--- src/hw/rtl/bmcs_pkg.sv ---
// Shared types, constants and helper functions of the block mode cost selector.
`default_nettype none
package bmcs_pkg;

  localparam int unsigned MAX_BLOCK = 4096;
  localparam int unsigned LEN_W     = $clog2(MAX_BLOCK + 1);  // byte count
  localparam int unsigned BITS_W    = LEN_W + 3;              // bit count
  localparam int unsigned RUNS_W    = BITS_W - 1;             // runs of ones
  localparam int unsigned COST_W    = 18;                     // payload / record cost
  localparam int unsigned DIV_W     = 16;                     // divider operand width
  localparam int unsigned NUM_DIV   = 5;                      // quotients per block
  localparam int unsigned DIVIDX_W  = $clog2(NUM_DIV);

  typedef enum logic [2:0] {
    CODE_RAW      = 3'd0,
    CODE_ZERO     = 3'd1,
    CODE_ZTRIM    = 3'd2,
    CODE_ONE_GAP  = 3'd3,
    CODE_ZERO_GAP = 3'd4,
    CODE_ONE_RUN  = 3'd5,
    CODE_NONZERO  = 3'd6
  } bmcs_mode_t;

  // Features of one finished block.
  typedef struct packed {
    logic [LEN_W-1:0]  len;
    logic [LEN_W-1:0]  lead;
    logic [LEN_W-1:0]  trail;   // zero when block is all zero
    logic [BITS_W-1:0] ones;
    logic [RUNS_W-1:0] runs;
    logic [LEN_W-1:0]  nz;
    logic              ovf;
  } bmcs_feat_t;

  typedef struct packed {
    logic       valid;
    bmcs_feat_t feat;
  } bmcs_push_t;

  typedef struct packed {
    logic       valid;
    bmcs_feat_t feat;
  } bmcs_head_t;

  typedef struct packed {
    logic             start;
    logic [DIV_W-1:0] dividend;
    logic [DIV_W-1:0] divisor;
  } bmcs_div_req_t;

  typedef struct packed {
    logic             done;
    logic [DIV_W-1:0] quotient;
  } bmcs_div_rsp_t;

  // LEB128 size of a value below 2**21.
  function automatic logic [1:0] vsize(input logic [COST_W-1:0] v);
    logic [1:0] n;
    if (v < COST_W'(128)) begin
      n = 2'd1;
    end else if (v < COST_W'(16384)) begin
      n = 2'd2;
    end else begin
      n = 2'd3;
    end
    return n;
  endfunction

  function automatic logic [3:0] popcount8(input logic [7:0] v);
    logic [3:0] c;
    c = 4'd0;
    for (int i = 0; i < 8; i++) begin
      c = c + 4'(v[i]);
    end
    return c;
  endfunction

endpackage
`default_nettype wire

--- src/hw/rtl/bmcs_ifs.sv ---
// Valid/ready channel interfaces for block bytes and mode decisions.
`default_nettype none
interface bmcs_in_if;
  logic       valid;
  logic       ready;
  logic [7:0] data_byte;
  logic       last_byte;

  modport source (output valid, output data_byte, output last_byte, input ready);
  modport sink   (input valid, input data_byte, input last_byte, output ready);
endinterface

interface bmcs_out_if;
  logic        valid;
  logic        ready;
  logic [2:0]  chosen_mode;
  logic [15:0] record_cost;
  logic [12:0] byte_total;
  logic        overlong;

  modport source (output valid, output chosen_mode, output record_cost,
                  output byte_total, output overlong, input ready);
  modport sink   (input valid, input chosen_mode, input record_cost,
                  input byte_total, input overlong, output ready);
endinterface
`default_nettype wire

--- src/hw/rtl/block_mode_cost_selector_top.sv ---
// Top level of the block mode cost selector.
//
// in_ch carries one byte of a block per transaction, last_byte set on the
// final byte. out_ch carries one decision per block: cheapest coding mode,
// its estimated record size (saturated to 16 bits), the counted length and
// an overlong flag for bytes dropped past MAX_BLOCK.
//
// Front end takes one byte per cycle and folds it into running features.
// The last byte of a block pushes those features into a two-entry queue;
// in_ch.ready drops only while that queue is full.
// Back end pops one block at a time: five quotients on a shared restoring
// divider (skipped when the divisor is 0), then sizing and comparing the seven
// modes one by one, then loading the output register. The back end takes no
// new block until it has loaded the current one's result; bytes inside blocks
// still stream one per cycle while the queue has room.
// A stalled out_ch holds its result; the back end finishes the next block
// and waits, and the queue keeps absorbing up to two more blocks.
// rst (synchronous) empties the queue, clears features and drops out_ch.valid.
`default_nettype none
module block_mode_cost_selector_top
  import bmcs_pkg::*;
(
  input  logic       clk,
  input  logic       rst,
  bmcs_in_if.sink    in_ch,
  bmcs_out_if.source out_ch
);

  bmcs_push_t push;
  bmcs_head_t head;
  logic       q_full;
  logic       pop;

  bmcs_front u_front (
    .clk    (clk),
    .rst    (rst),
    .in_ch  (in_ch),
    .q_full (q_full),
    .push   (push)
  );

  bmcs_fifo u_fifo (
    .clk  (clk),
    .rst  (rst),
    .push (push),
    .full (q_full),
    .pop  (pop),
    .head (head)
  );

  bmcs_back u_back (
    .clk    (clk),
    .rst    (rst),
    .head   (head),
    .pop    (pop),
    .out_ch (out_ch)
  );

endmodule
`default_nettype wire

--- src/hw/rtl/bmcs_div.sv ---
// Restoring divider, one quotient bit per cycle.
`default_nettype none
module bmcs_div
  import bmcs_pkg::*;
(
  input  logic          clk,
  input  logic          rst,
  input  bmcs_div_req_t req,
  output bmcs_div_rsp_t rsp
);

  logic [DIV_W-1:0]         rem;
  logic [DIV_W-1:0]         quo;
  logic [DIV_W-1:0]         dvs;
  logic [$clog2(DIV_W):0]   cnt;
  logic                     busy;
  logic                     done;
  logic [DIV_W:0]           shifted;
  logic [DIV_W:0]           trial;

  always_comb begin
    shifted = {rem, quo[DIV_W-1]};
    trial   = shifted - {1'b0, dvs};
  end

  always_ff @(posedge clk) begin
    if (rst) begin
      busy <= 1'b0;
      done <= 1'b0;
    end else begin
      done <= 1'b0;
      if (req.start) begin
        busy <= 1'b1;
        cnt  <= ($clog2(DIV_W)+1)'(DIV_W);
        rem  <= '0;
        quo  <= req.dividend;
        dvs  <= req.divisor;
      end else if (busy) begin
        if (!trial[DIV_W]) begin
          rem <= trial[DIV_W-1:0];
          quo <= {quo[DIV_W-2:0], 1'b1};
        end else begin
          rem <= shifted[DIV_W-1:0];
          quo <= {quo[DIV_W-2:0], 1'b0};
        end
        cnt <= cnt - 1'b1;
        if (cnt == ($clog2(DIV_W)+1)'(1)) begin
          busy <= 1'b0;
          done <= 1'b1;
        end
      end
    end
  end

  assign rsp.done     = done;
  assign rsp.quotient = quo;

endmodule
`default_nettype wire

--- src/hw/rtl/bmcs_fifo.sv ---
// Two-entry queue of block features between front and back.
`default_nettype none
module bmcs_fifo
  import bmcs_pkg::*;
(
  input  logic       clk,
  input  logic       rst,
  input  bmcs_push_t push,
  output logic       full,
  input  logic       pop,
  output bmcs_head_t head
);

  bmcs_feat_t mem [2];
  logic       wr_ptr;
  logic       rd_ptr;
  logic [1:0] count;

  assign full       = (count == 2'd2);
  assign head.valid = (count != 2'd0);
  assign head.feat  = mem[rd_ptr];

  always_ff @(posedge clk) begin
    if (push.valid) begin
      mem[wr_ptr] <= push.feat;
    end
  end

  always_ff @(posedge clk) begin
    if (rst) begin
      wr_ptr <= 1'b0;
      rd_ptr <= 1'b0;
      count  <= 2'd0;
    end else begin
      if (push.valid) begin
        wr_ptr <= ~wr_ptr;
      end
      if (pop) begin
        rd_ptr <= ~rd_ptr;
      end
      count <= count + 2'(push.valid) - 2'(pop);
    end
  end

endmodule
`default_nettype wire

--- src/hw/rtl/bmcs_front.sv ---
// Front end: per-byte feature accumulation, pushes block features at block end.
`default_nettype none
module bmcs_front
  import bmcs_pkg::*;
(
  input  logic        clk,
  input  logic        rst,
  bmcs_in_if.sink     in_ch,
  input  logic        q_full,
  output bmcs_push_t  push
);

  logic [LEN_W-1:0]  byte_count,  byte_count_next;
  logic [LEN_W-1:0]  lead,        lead_next;
  logic [LEN_W-1:0]  zrun,        zrun_next;
  logic              seen_nz,     seen_nz_next;
  logic [LEN_W-1:0]  nz,          nz_next;
  logic [BITS_W-1:0] ones,        ones_next;
  logic [RUNS_W-1:0] runs,        runs_next;
  logic              prev_bit,    prev_bit_next;
  logic              ovf,         ovf_next;
  logic              accept;
  logic              room;
  logic [7:0]        v;
  logic [7:0]        shifted;

  assign in_ch.ready = ~q_full;
  assign accept      = in_ch.valid & in_ch.ready;
  assign v           = in_ch.data_byte;

  always_comb begin
    room            = (byte_count < LEN_W'(MAX_BLOCK));
    shifted         = {prev_bit, v[7:1]};
    byte_count_next = byte_count;
    lead_next       = lead;
    zrun_next       = zrun;
    seen_nz_next    = seen_nz;
    nz_next         = nz;
    ones_next       = ones;
    runs_next       = runs;
    prev_bit_next   = prev_bit;
    ovf_next        = ovf;
    if (!room) begin
      ovf_next = 1'b1;
    end else begin
      byte_count_next = byte_count + 1'b1;
      if (v == 8'd0) begin
        if (!seen_nz) begin
          lead_next = lead + 1'b1;
        end
        zrun_next = zrun + 1'b1;
      end else begin
        seen_nz_next = 1'b1;
        zrun_next    = '0;
        nz_next      = nz + 1'b1;
      end
      ones_next     = ones + BITS_W'(popcount8(v));
      runs_next     = runs + RUNS_W'(popcount8(v & ~shifted));
      prev_bit_next = v[0];
    end
  end

  always_comb begin
    push.valid      = accept & in_ch.last_byte;
    push.feat.len   = byte_count_next;
    push.feat.lead  = lead_next;
    push.feat.trail = seen_nz_next ? zrun_next : '0;
    push.feat.ones  = ones_next;
    push.feat.runs  = runs_next;
    push.feat.nz    = nz_next;
    push.feat.ovf   = ovf_next;
  end

  always_ff @(posedge clk) begin
    if (rst || (accept && in_ch.last_byte)) begin
      byte_count <= '0;
      lead       <= '0;
      zrun       <= '0;
      seen_nz    <= 1'b0;
      nz         <= '0;
      ones       <= '0;
      runs       <= '0;
      prev_bit   <= 1'b0;
      ovf        <= 1'b0;
    end else if (accept) begin
      byte_count <= byte_count_next;
      lead       <= lead_next;
      zrun       <= zrun_next;
      seen_nz    <= seen_nz_next;
      nz         <= nz_next;
      ones       <= ones_next;
      runs       <= runs_next;
      prev_bit   <= prev_bit_next;
      ovf        <= ovf_next;
    end
  end

endmodule
`default_nettype wire

--- src/hw/rtl/bmcs_back.sv ---
// Back end: average-gap quotients, per-mode cost estimate, cheapest-mode pick.
`default_nettype none
module bmcs_back
  import bmcs_pkg::*;
(
  input  logic       clk,
  input  logic       rst,
  input  bmcs_head_t head,
  output logic       pop,
  bmcs_out_if.source out_ch
);

  typedef enum logic [5:0] {
    S_IDLE      = 6'b000001,
    S_DIV_START = 6'b000010,
    S_DIV_WAIT  = 6'b000100,
    S_PAY       = 6'b001000,
    S_CMP       = 6'b010000,
    S_OUT       = 6'b100000
  } bmcs_state_t;

  bmcs_state_t         state;
  bmcs_feat_t          feat_r;
  logic [DIVIDX_W-1:0] k_r;
  logic [1:0]          a_r [NUM_DIV];
  bmcs_mode_t          mode_r;
  bmcs_mode_t          best_mode;
  logic [COST_W-1:0]   min_cost;
  logic [COST_W-1:0]   pay_r;
  logic [COST_W-1:0]   pay;
  logic [COST_W-1:0]   cost;
  logic                skip;
  logic                last_div;

  logic                out_valid;
  logic [2:0]          out_mode;
  logic [15:0]         out_cost;
  logic [12:0]         out_len;
  logic                out_ovf;

  bmcs_div_req_t       div_req;
  bmcs_div_rsp_t       div_rsp;

  logic [BITS_W-1:0]   bits;
  logic [BITS_W-1:0]   n0;
  logic [BITS_W-1:0]   n1_min1;

  bmcs_div u_div (
    .clk (clk),
    .rst (rst),
    .req (div_req),
    .rsp (div_rsp)
  );

  assign pop      = (state == S_IDLE) && head.valid;
  assign last_div = (k_r == DIVIDX_W'(NUM_DIV - 1));

  always_comb begin
    bits    = {feat_r.len, 3'b000};
    n0      = bits - feat_r.ones;
    n1_min1 = (feat_r.ones == '0) ? BITS_W'(1) : feat_r.ones;
  end

  // Quotient operands per step
  always_comb begin
    div_req.dividend = '0;
    div_req.divisor  = '0;
    case (k_r)
      DIVIDX_W'(0): begin
        div_req.dividend = DIV_W'(bits);
        div_req.divisor  = DIV_W'(feat_r.ones);
      end
      DIVIDX_W'(1): begin
        div_req.dividend = DIV_W'(bits);
        div_req.divisor  = DIV_W'(n0);
      end
      DIVIDX_W'(2): begin
        div_req.dividend = DIV_W'(bits);
        div_req.divisor  = DIV_W'(feat_r.runs);
      end
      DIVIDX_W'(3): begin
        div_req.dividend = DIV_W'(n1_min1);
        div_req.divisor  = DIV_W'(feat_r.runs);
      end
      DIVIDX_W'(4): begin
        div_req.dividend = DIV_W'(feat_r.len);
        div_req.divisor  = DIV_W'(feat_r.nz);
      end
      default: begin
        div_req.dividend = '0;
        div_req.divisor  = '0;
      end
    endcase
    div_req.start = (state == S_DIV_START) && (div_req.divisor != '0);
  end

  // Payload size of the current mode
  always_comb begin
    case (mode_r)
      CODE_RAW:  pay = COST_W'(feat_r.len);
      CODE_ZERO: pay = '0;
      CODE_ZTRIM:
        pay = COST_W'(vsize(COST_W'(feat_r.lead))) + COST_W'(vsize(COST_W'(feat_r.trail)))
            + COST_W'(feat_r.len - feat_r.lead - feat_r.trail);
      CODE_ONE_GAP:
        pay = COST_W'(vsize(COST_W'(feat_r.ones)))
            + COST_W'(feat_r.ones) * COST_W'(a_r[0]);
      CODE_ZERO_GAP:
        pay = COST_W'(vsize(COST_W'(n0))) + COST_W'(n0) * COST_W'(a_r[1]);
      CODE_ONE_RUN:
        pay = COST_W'(vsize(COST_W'(feat_r.runs)))
            + COST_W'(feat_r.runs) * COST_W'({1'b0, a_r[2]} + {1'b0, a_r[3]});
      CODE_NONZERO:
        pay = COST_W'(vsize(COST_W'(feat_r.nz)))
            + COST_W'(feat_r.nz) * COST_W'({1'b0, a_r[4]} + 3'd1);
      default:   pay = '0;
    endcase
  end

  always_comb begin
    cost = COST_W'(1) + COST_W'(vsize(COST_W'(feat_r.len))) + COST_W'(vsize(pay_r)) + pay_r;
    skip = (mode_r == CODE_ZERO) && (feat_r.nz != '0);
  end

  always_ff @(posedge clk) begin
    if (rst) begin
      state     <= S_IDLE;
      out_valid <= 1'b0;
    end else begin
      if ((state == S_OUT) && (!out_valid || out_ch.ready)) begin
        out_valid <= 1'b1;
      end else if (out_valid && out_ch.ready) begin
        out_valid <= 1'b0;
      end
      case (state)
        S_IDLE: begin
          if (head.valid) begin
            feat_r <= head.feat;
            k_r    <= '0;
            state  <= S_DIV_START;
          end
        end
        S_DIV_START: begin
          if (div_req.divisor == '0) begin
            a_r[k_r] <= 2'd0;
            if (last_div) begin
              state <= S_PAY;
            end else begin
              k_r <= k_r + 1'b1;
            end
          end else begin
            state <= S_DIV_WAIT;
          end
        end
        S_DIV_WAIT: begin
          if (div_rsp.done) begin
            a_r[k_r] <= vsize(COST_W'(div_rsp.quotient));
            if (last_div) begin
              state <= S_PAY;
            end else begin
              k_r   <= k_r + 1'b1;
              state <= S_DIV_START;
            end
          end
        end
        S_PAY: begin
          pay_r <= pay;
          state <= S_CMP;
        end
        S_CMP: begin
          if (!skip && (cost < min_cost)) begin
            min_cost  <= cost;
            best_mode <= mode_r;
          end
          if (mode_r == CODE_NONZERO) begin
            state <= S_OUT;
          end else begin
            mode_r <= bmcs_mode_t'(mode_r + 3'd1);
            state  <= S_PAY;
          end
        end
        S_OUT: begin
          if (!out_valid || out_ch.ready) begin
            out_mode  <= best_mode;
            out_cost  <= (min_cost > COST_W'(16'hFFFF)) ? 16'hFFFF : min_cost[15:0];
            out_len   <= feat_r.len[12:0];
            out_ovf   <= feat_r.ovf;
            state     <= S_IDLE;
          end
        end
        default: state <= S_IDLE;
      endcase
      // Start of the mode scan
      if ((state == S_DIV_START && div_req.divisor == '0 && last_div) ||
          (state == S_DIV_WAIT && div_rsp.done && last_div)) begin
        mode_r    <= CODE_RAW;
        best_mode <= CODE_RAW;
        min_cost  <= '1;
      end
    end
  end

  assign out_ch.valid        = out_valid;
  assign out_ch.chosen_mode  = out_mode;
  assign out_ch.record_cost  = out_cost;
  assign out_ch.byte_total   = out_len;
  assign out_ch.overlong     = out_ovf;

  a_done_in_wait: assert property (@(posedge clk) disable iff (rst)
    div_rsp.done |-> (state == S_DIV_WAIT))
    else $error("divider done outside wait state");

  a_out_loaded: assert property (@(posedge clk) disable iff (rst)
    (state == S_OUT) && (!out_valid || out_ch.ready) |=> out_valid && (state == S_IDLE))
    else $error("result not loaded into output register");

  a_zero_mode_legal: assert property (@(posedge clk) disable iff (rst)
    (state == S_OUT) |-> !((best_mode == CODE_ZERO) && (feat_r.nz != '0)))
    else $error("zero mode chosen for block with nonzero bytes");

endmodule
`default_nettype wire

--- src/flat_wrapper.sv ---
// flat-port wrapper written by rule: the top's interface ports become plain ports
module block_mode_cost_selector_top_flat import bmcs_pkg::*;
  (clk, rst, in_ch_valid, in_ch_data_byte, in_ch_last_byte, in_ch_ready, out_ch_valid, out_ch_chosen_mode, out_ch_record_cost, out_ch_byte_total, out_ch_overlong, out_ch_ready);
  bmcs_in_if in_ch_i ();
  bmcs_out_if out_ch_i ();
  input  logic clk;
  input  logic rst;
  input wire logic [$bits(in_ch_i.valid)-1:0] in_ch_valid;
  input wire logic [$bits(in_ch_i.data_byte)-1:0] in_ch_data_byte;
  input wire logic [$bits(in_ch_i.last_byte)-1:0] in_ch_last_byte;
  output wire logic [$bits(in_ch_i.ready)-1:0] in_ch_ready;
  output wire logic [$bits(out_ch_i.valid)-1:0] out_ch_valid;
  output wire logic [$bits(out_ch_i.chosen_mode)-1:0] out_ch_chosen_mode;
  output wire logic [$bits(out_ch_i.record_cost)-1:0] out_ch_record_cost;
  output wire logic [$bits(out_ch_i.byte_total)-1:0] out_ch_byte_total;
  output wire logic [$bits(out_ch_i.overlong)-1:0] out_ch_overlong;
  input wire logic [$bits(out_ch_i.ready)-1:0] out_ch_ready;
  assign in_ch_i.valid = in_ch_valid;
  assign in_ch_i.data_byte = in_ch_data_byte;
  assign in_ch_i.last_byte = in_ch_last_byte;
  assign in_ch_ready = in_ch_i.ready;
  assign out_ch_valid = out_ch_i.valid;
  assign out_ch_chosen_mode = out_ch_i.chosen_mode;
  assign out_ch_record_cost = out_ch_i.record_cost;
  assign out_ch_byte_total = out_ch_i.byte_total;
  assign out_ch_overlong = out_ch_i.overlong;
  assign out_ch_i.ready = out_ch_ready;
  block_mode_cost_selector_top u_core (.clk(clk), .rst(rst), .in_ch(in_ch_i), .out_ch(out_ch_i));
endmodule
--- config.mk ---
export PLATFORM = sky130hd
export DESIGN_NAME = block_mode_cost_selector_top_flat
export DESIGN_NICKNAME = d
export VERILOG_FILES = /design/src/hw/rtl/bmcs_pkg.sv /design/src/hw/rtl/bmcs_ifs.sv /design/src/hw/rtl/block_mode_cost_selector_top.sv /design/src/hw/rtl/bmcs_div.sv /design/src/hw/rtl/bmcs_fifo.sv /design/src/hw/rtl/bmcs_front.sv /design/src/hw/rtl/bmcs_back.sv /design/src/flat_wrapper.sv
export SDC_FILE = /design/constraint.sdc
export NUM_CORES = 1
export LEC_CHECK = 0
export BUFFER_PORTS_ARGS = -buffer_cell sky130_fd_sc_hd__buf_2
export CORE_UTILIZATION = 55
export CTS_CLUSTER_SIZE = 16
export DETAILED_ROUTE_END_ITERATION = 8
export GPL_TIMING_DRIVEN = 0
export PLACE_DENSITY = 0.82
export SLEW_MARGIN = 40
export SYNTH_ARGS = -nofsm -noshare
export SYNTH_HDL_FRONTEND = slang
export SYNTH_SLANG_ARGS = --single-unit
--- constraint.sdc ---
create_clock -name clk -period 13.1 [get_ports clk]
set_input_delay 1.31 -clock clk [delete_from_list [all_inputs] [get_ports clk]]
set_output_delay 1.31 -clock clk [all_outputs]
set_load 0.05 [all_outputs]
==> results.yml <==
logic_synthesis:
  ys_warn_count: 0
  syn-cell-area_sq_um: 30000
  synthesis.nets: 3146
  async_reset_ff_share_pct: 0
  synth_area_leader_cell: "edfxtp_1"
  synthFlopType: "edfxtp_1"
  yosysTopAreaCellShare_pct: 39.3
  ys_types: 90
  avgSynthCellArea_sq_um: 10.6
  synth_edf_count: 393
  ys_seq_area_share_pct: 45.9
  netlist_instances: 2833
  ys_ff_latch: 492
  yosys-top-cells-area: "edfxtp_1, ha_1, dfxtp_1"
worst_setup_path:
  rr_endpoint: "u_core.u_back.pay_r[15]"
  critPathRequiredTime_ns: 13.47
  rrSetupSlack_ns: 5.88
  crit_arrival_ns: 7.60
  worst_r2r_path_depth: 22
  worstSetupStartpointType: "register"
  critPathCaptureType: "register"
  critPathKind: "register to register"
  cp_max_fo: 6
  regToRegStartpoint: "u_core.u_back.feat_r[32]"
placed_design:
  portBuffers: 47
  dpl.cell_count: 3609
  dp_hpwl_microns: 61200
  place_congestion: 1.03
  place_ws_ns: 6.05
floorplanning:
  fp.dieW_microns: 236
  rows: 85
  dieHeight_microns: 236
  start_util_pct: 55.7
  placeableCoreArea_sq_um: 53900
  die_area_sq_um: 55500
  io_pins: 48
final_layout:
  multiInputGateArea_sq_um: 15200
  diodes: 0
  layout_commonest_cell: "edfxtp_1"
  fillers: 4168
  area_growth_pct: 10.8
  fin_cells: 3705
  final-seq-area_sq_um: 13800
  nNetsFinal: 3280
  layout_common_cells: "edfxtp_1, ha_1, nand2_1"
  drive_gt1_share_pct: 10.3
power_and_ir_drop:
  finalPower_mw: 5.69
  ir_drop_v: 0.000109
  power_density_nw_per_um2: 171
  power_leakage_nw: 13.5
timing:
  final-setup-viol-count: 0
  finalHoldViolations: 0
  clock.fmax_mhz: 138
  relSlewSlack_pct: 37.9
  setup_slack_ns: 5.88
  clock_skew_ns: 0.0387
  drv_slew: 0
  worst_pin_slew_ns: 0.931
  rsz0062_at_grt: "false"
  min_period_ns: 7.22
  period_share_pct: 55.2
global_routing:
  grt_max_degree: 37
  overflow: 0
  antenna_found_initial: 2
  grt_pass1_vias: 22200
  globalRouteTotalUtil_pct: 29.2
  grt_pass1_wl_microns: 125000
detailed_routing:
  drcViolationCount: 0
  drt_first_iter_violations: 2254
  wl_microns: 81700
  routedWlPerCell_microns: 22.0
  wl_met2_microns: 37500
  drtPass1Iterations: 7
  via_per_inst: 6.08
  met3_length_microns: 6110
  vias: 22500
  antenna_left: 0
  topRoutingLayerUsed: "met5"
  drt-met1-wl_microns: 33500
hold_path:
  hold_start: "u_core.u_back.feat_r[0]"
  min_path_cells: 0
  worstHoldPathType: "register to register"
  hold_path_end: "u_core.u_back.out_ch.overlong"
clocking:
  h-tree-depth: 2
  clkLatencyLatePin_ns: 0.63
  cts_setup_buffers: 0
  clockBufferDepth: 3
  cts_resized: 0
  hold_buffers: 0
  root_buffer: "clkbuf_16"
  cts_sinks: 492
  cts_tree: "yes"
  cts_buffers: 52
  clk_pin_slew_ns: 0.06
flow_run:
  maxCapViolCount: 0
status:
  outcome: "complete, no violations"
cells by family after synthesis:
family | count (synthesis) | synth area share [%]
and+or+nand+nor | 918 | 15.0
DFF | 492 | 45.9
AOI/OAI and AO/OA | 468 | 10.3
buffers and inverters | 303 | 3.85
adders and majority gates | 300 | 13.7
xor gates and xnor gates | 231 | 6.74
muxes | 121 | 4.46
cells in the mapped netlist (6+ instances only):
cell / n
edfxtp_1: 393
ha_1: 252
nand2_1: 241
nor2_1: 236
inv_1: 211
a21oi_1: 143
xnor2_1: 121
xor2_1: 110
o21ai_0: 106
mux2_2: 102
dfxtp_1: 99
and2_1: 85
nand3_1: 73
clkbuf_1: 66
nand2b_1: 52
nor3_1: 49
fa_1: 48
and3_1: 36
nor2b_1: 36
a21o_1: 33
nand4_1: 23
a222oi_1: 21
mux2i_1: 19
or3_1: 19
buf_1: 16
a22oi_1: 15
o21a_1: 15
o21bai_1: 15
nor4_1: 14
o22ai_1: 9
a211oi_1: 8
a21boi_0: 8
a221oi_1: 8
o211ai_1: 8
a211o_1: 7
buf_2: 7
nand3b_1: 7
or2_2: 7
or4_1: 7
nor3b_1: 6
o211a_1: 6
final cells by class:
cell class                 instances  share of cell area [%]
clock buffer                      76                    4.45
buffer                            91                    1.09
inverter                         212                    2.39
sequential                       492                    41.4
tap                              696                    2.62
timing repair buffer              80                    1.65
multi-input combinational       2038                    45.6
clock inverter                    20                   0.812
critical path: stages, from the launching register on:
cell and delay (ns):
edfxtp_1 0.68, inv_1 0.10, ha_1 0.36, or4b_4 0.53, a221oi_4 0.34, o22ai_1 0.23
a2111oi_0 0.60, a211oi_2 0.16, or2_2 0.33, or2_2 0.28, fa_1 0.44, ha_1 0.24
fa_1 0.41, a21o_1 0.18, a21oi_1 0.23, nor2b_1 0.10, o41ai_1 0.45, o21ai_0 0.26
nand3_1 0.13, nand2_1 0.08, o41a_1 0.35, xor2_1 0.16, a211o_1 0.31
stage by stage:
| stage | TNS, ns | hold slack, ns | instance area, sq um | util (%) |
|---|---|---|---|---|
| floorplan | 0 | 0.400 | 30000 | - |
| global placement | -39.74 | 0.403 | 31100 | 57.7 |
| detailed placement | 0 | 0.406 | 31500 | 58.4 |
| CTS | 0 | 0.421 | 33300 | 61.7 |
| global route | 0 | 0.427 | 33300 | 61.7 |
| finish | 0 | 0.421 | 33300 | 61.7 |
worst max path at each step:
stage / from / slack (ns) / end / cells after the start
2_1_floorplan: rst / 2.60 / u_core.u_back.bits[10] / 3
3_3_place_gp: rst / -0.49 / u_core.u_back.feat_r[66] / 4
3_5_place_dp: u_core.u_back.feat_r[32] / 6.05 / u_core.u_back.pay_r[15] / 22
4_1_cts: u_core.u_back.feat_r[32] / 5.98 / u_core.u_back.pay_r[15] / 22
5_1_grt: u_core.u_back.bits[8] / 5.65 / u_core.u_back.pay_r[15] / 22
6_report: u_core.u_back.feat_r[32] / 5.88 / u_core.u_back.pay_r[15] / 22
report_power, final:
part / total [mW] / switching (mW) / leakage, nW / internal, mW
Clock: 1.50 / 0.625 / 0.849 / 0.870
Sequential: 2.04 / 0.154 / 4.39 / 1.89
Combinational: 2.15 / 1.29 / 8.22 / 0.858
Total: 5.69 / 2.07 / 13.5 / 3.62
layer usage:
metal,GRT usage [%],vias to the layer above
met5,0,-
met3,4.46,253
met4,14.4,2
li1,-,10400
met2,47.6,973
met1,38.0,10900
sequential cells by signal (all words and copies together) (netlist names), 5 cells and up:
| name | count |
|---|---|
| u_core.u_front.ones | 16 |
| u_core.u_back.min_cost | 18 |
| u_core.u_back.u_div.cnt | 5 |
| u_core.u_front.runs | 15 |
| u_core.u_front.nz | 13 |
| u_core.u_back.bits | 13 |
| u_core.u_back.a_r | 10 |
| u_core.u_back.pay_r | 18 |
| u_core.u_front.lead | 13 |
| u_core.u_back.out_ch.byte_total | 13 |
| u_core.u_back.u_div.quo | 16 |
| u_core.u_front.byte_count | 13 |
| u_core.u_back.state | 6 |
| u_core.u_back.u_div.dvs | 16 |
| u_core.u_back.feat_r | 71 |
| u_core.u_fifo.mem | 168 |
| u_core.u_back.out_ch.record_cost | 16 |
| u_core.u_back.u_div.rem | 16 |
| u_core.u_front.zrun | 13 |
Power figures use the tool's default switching activity.
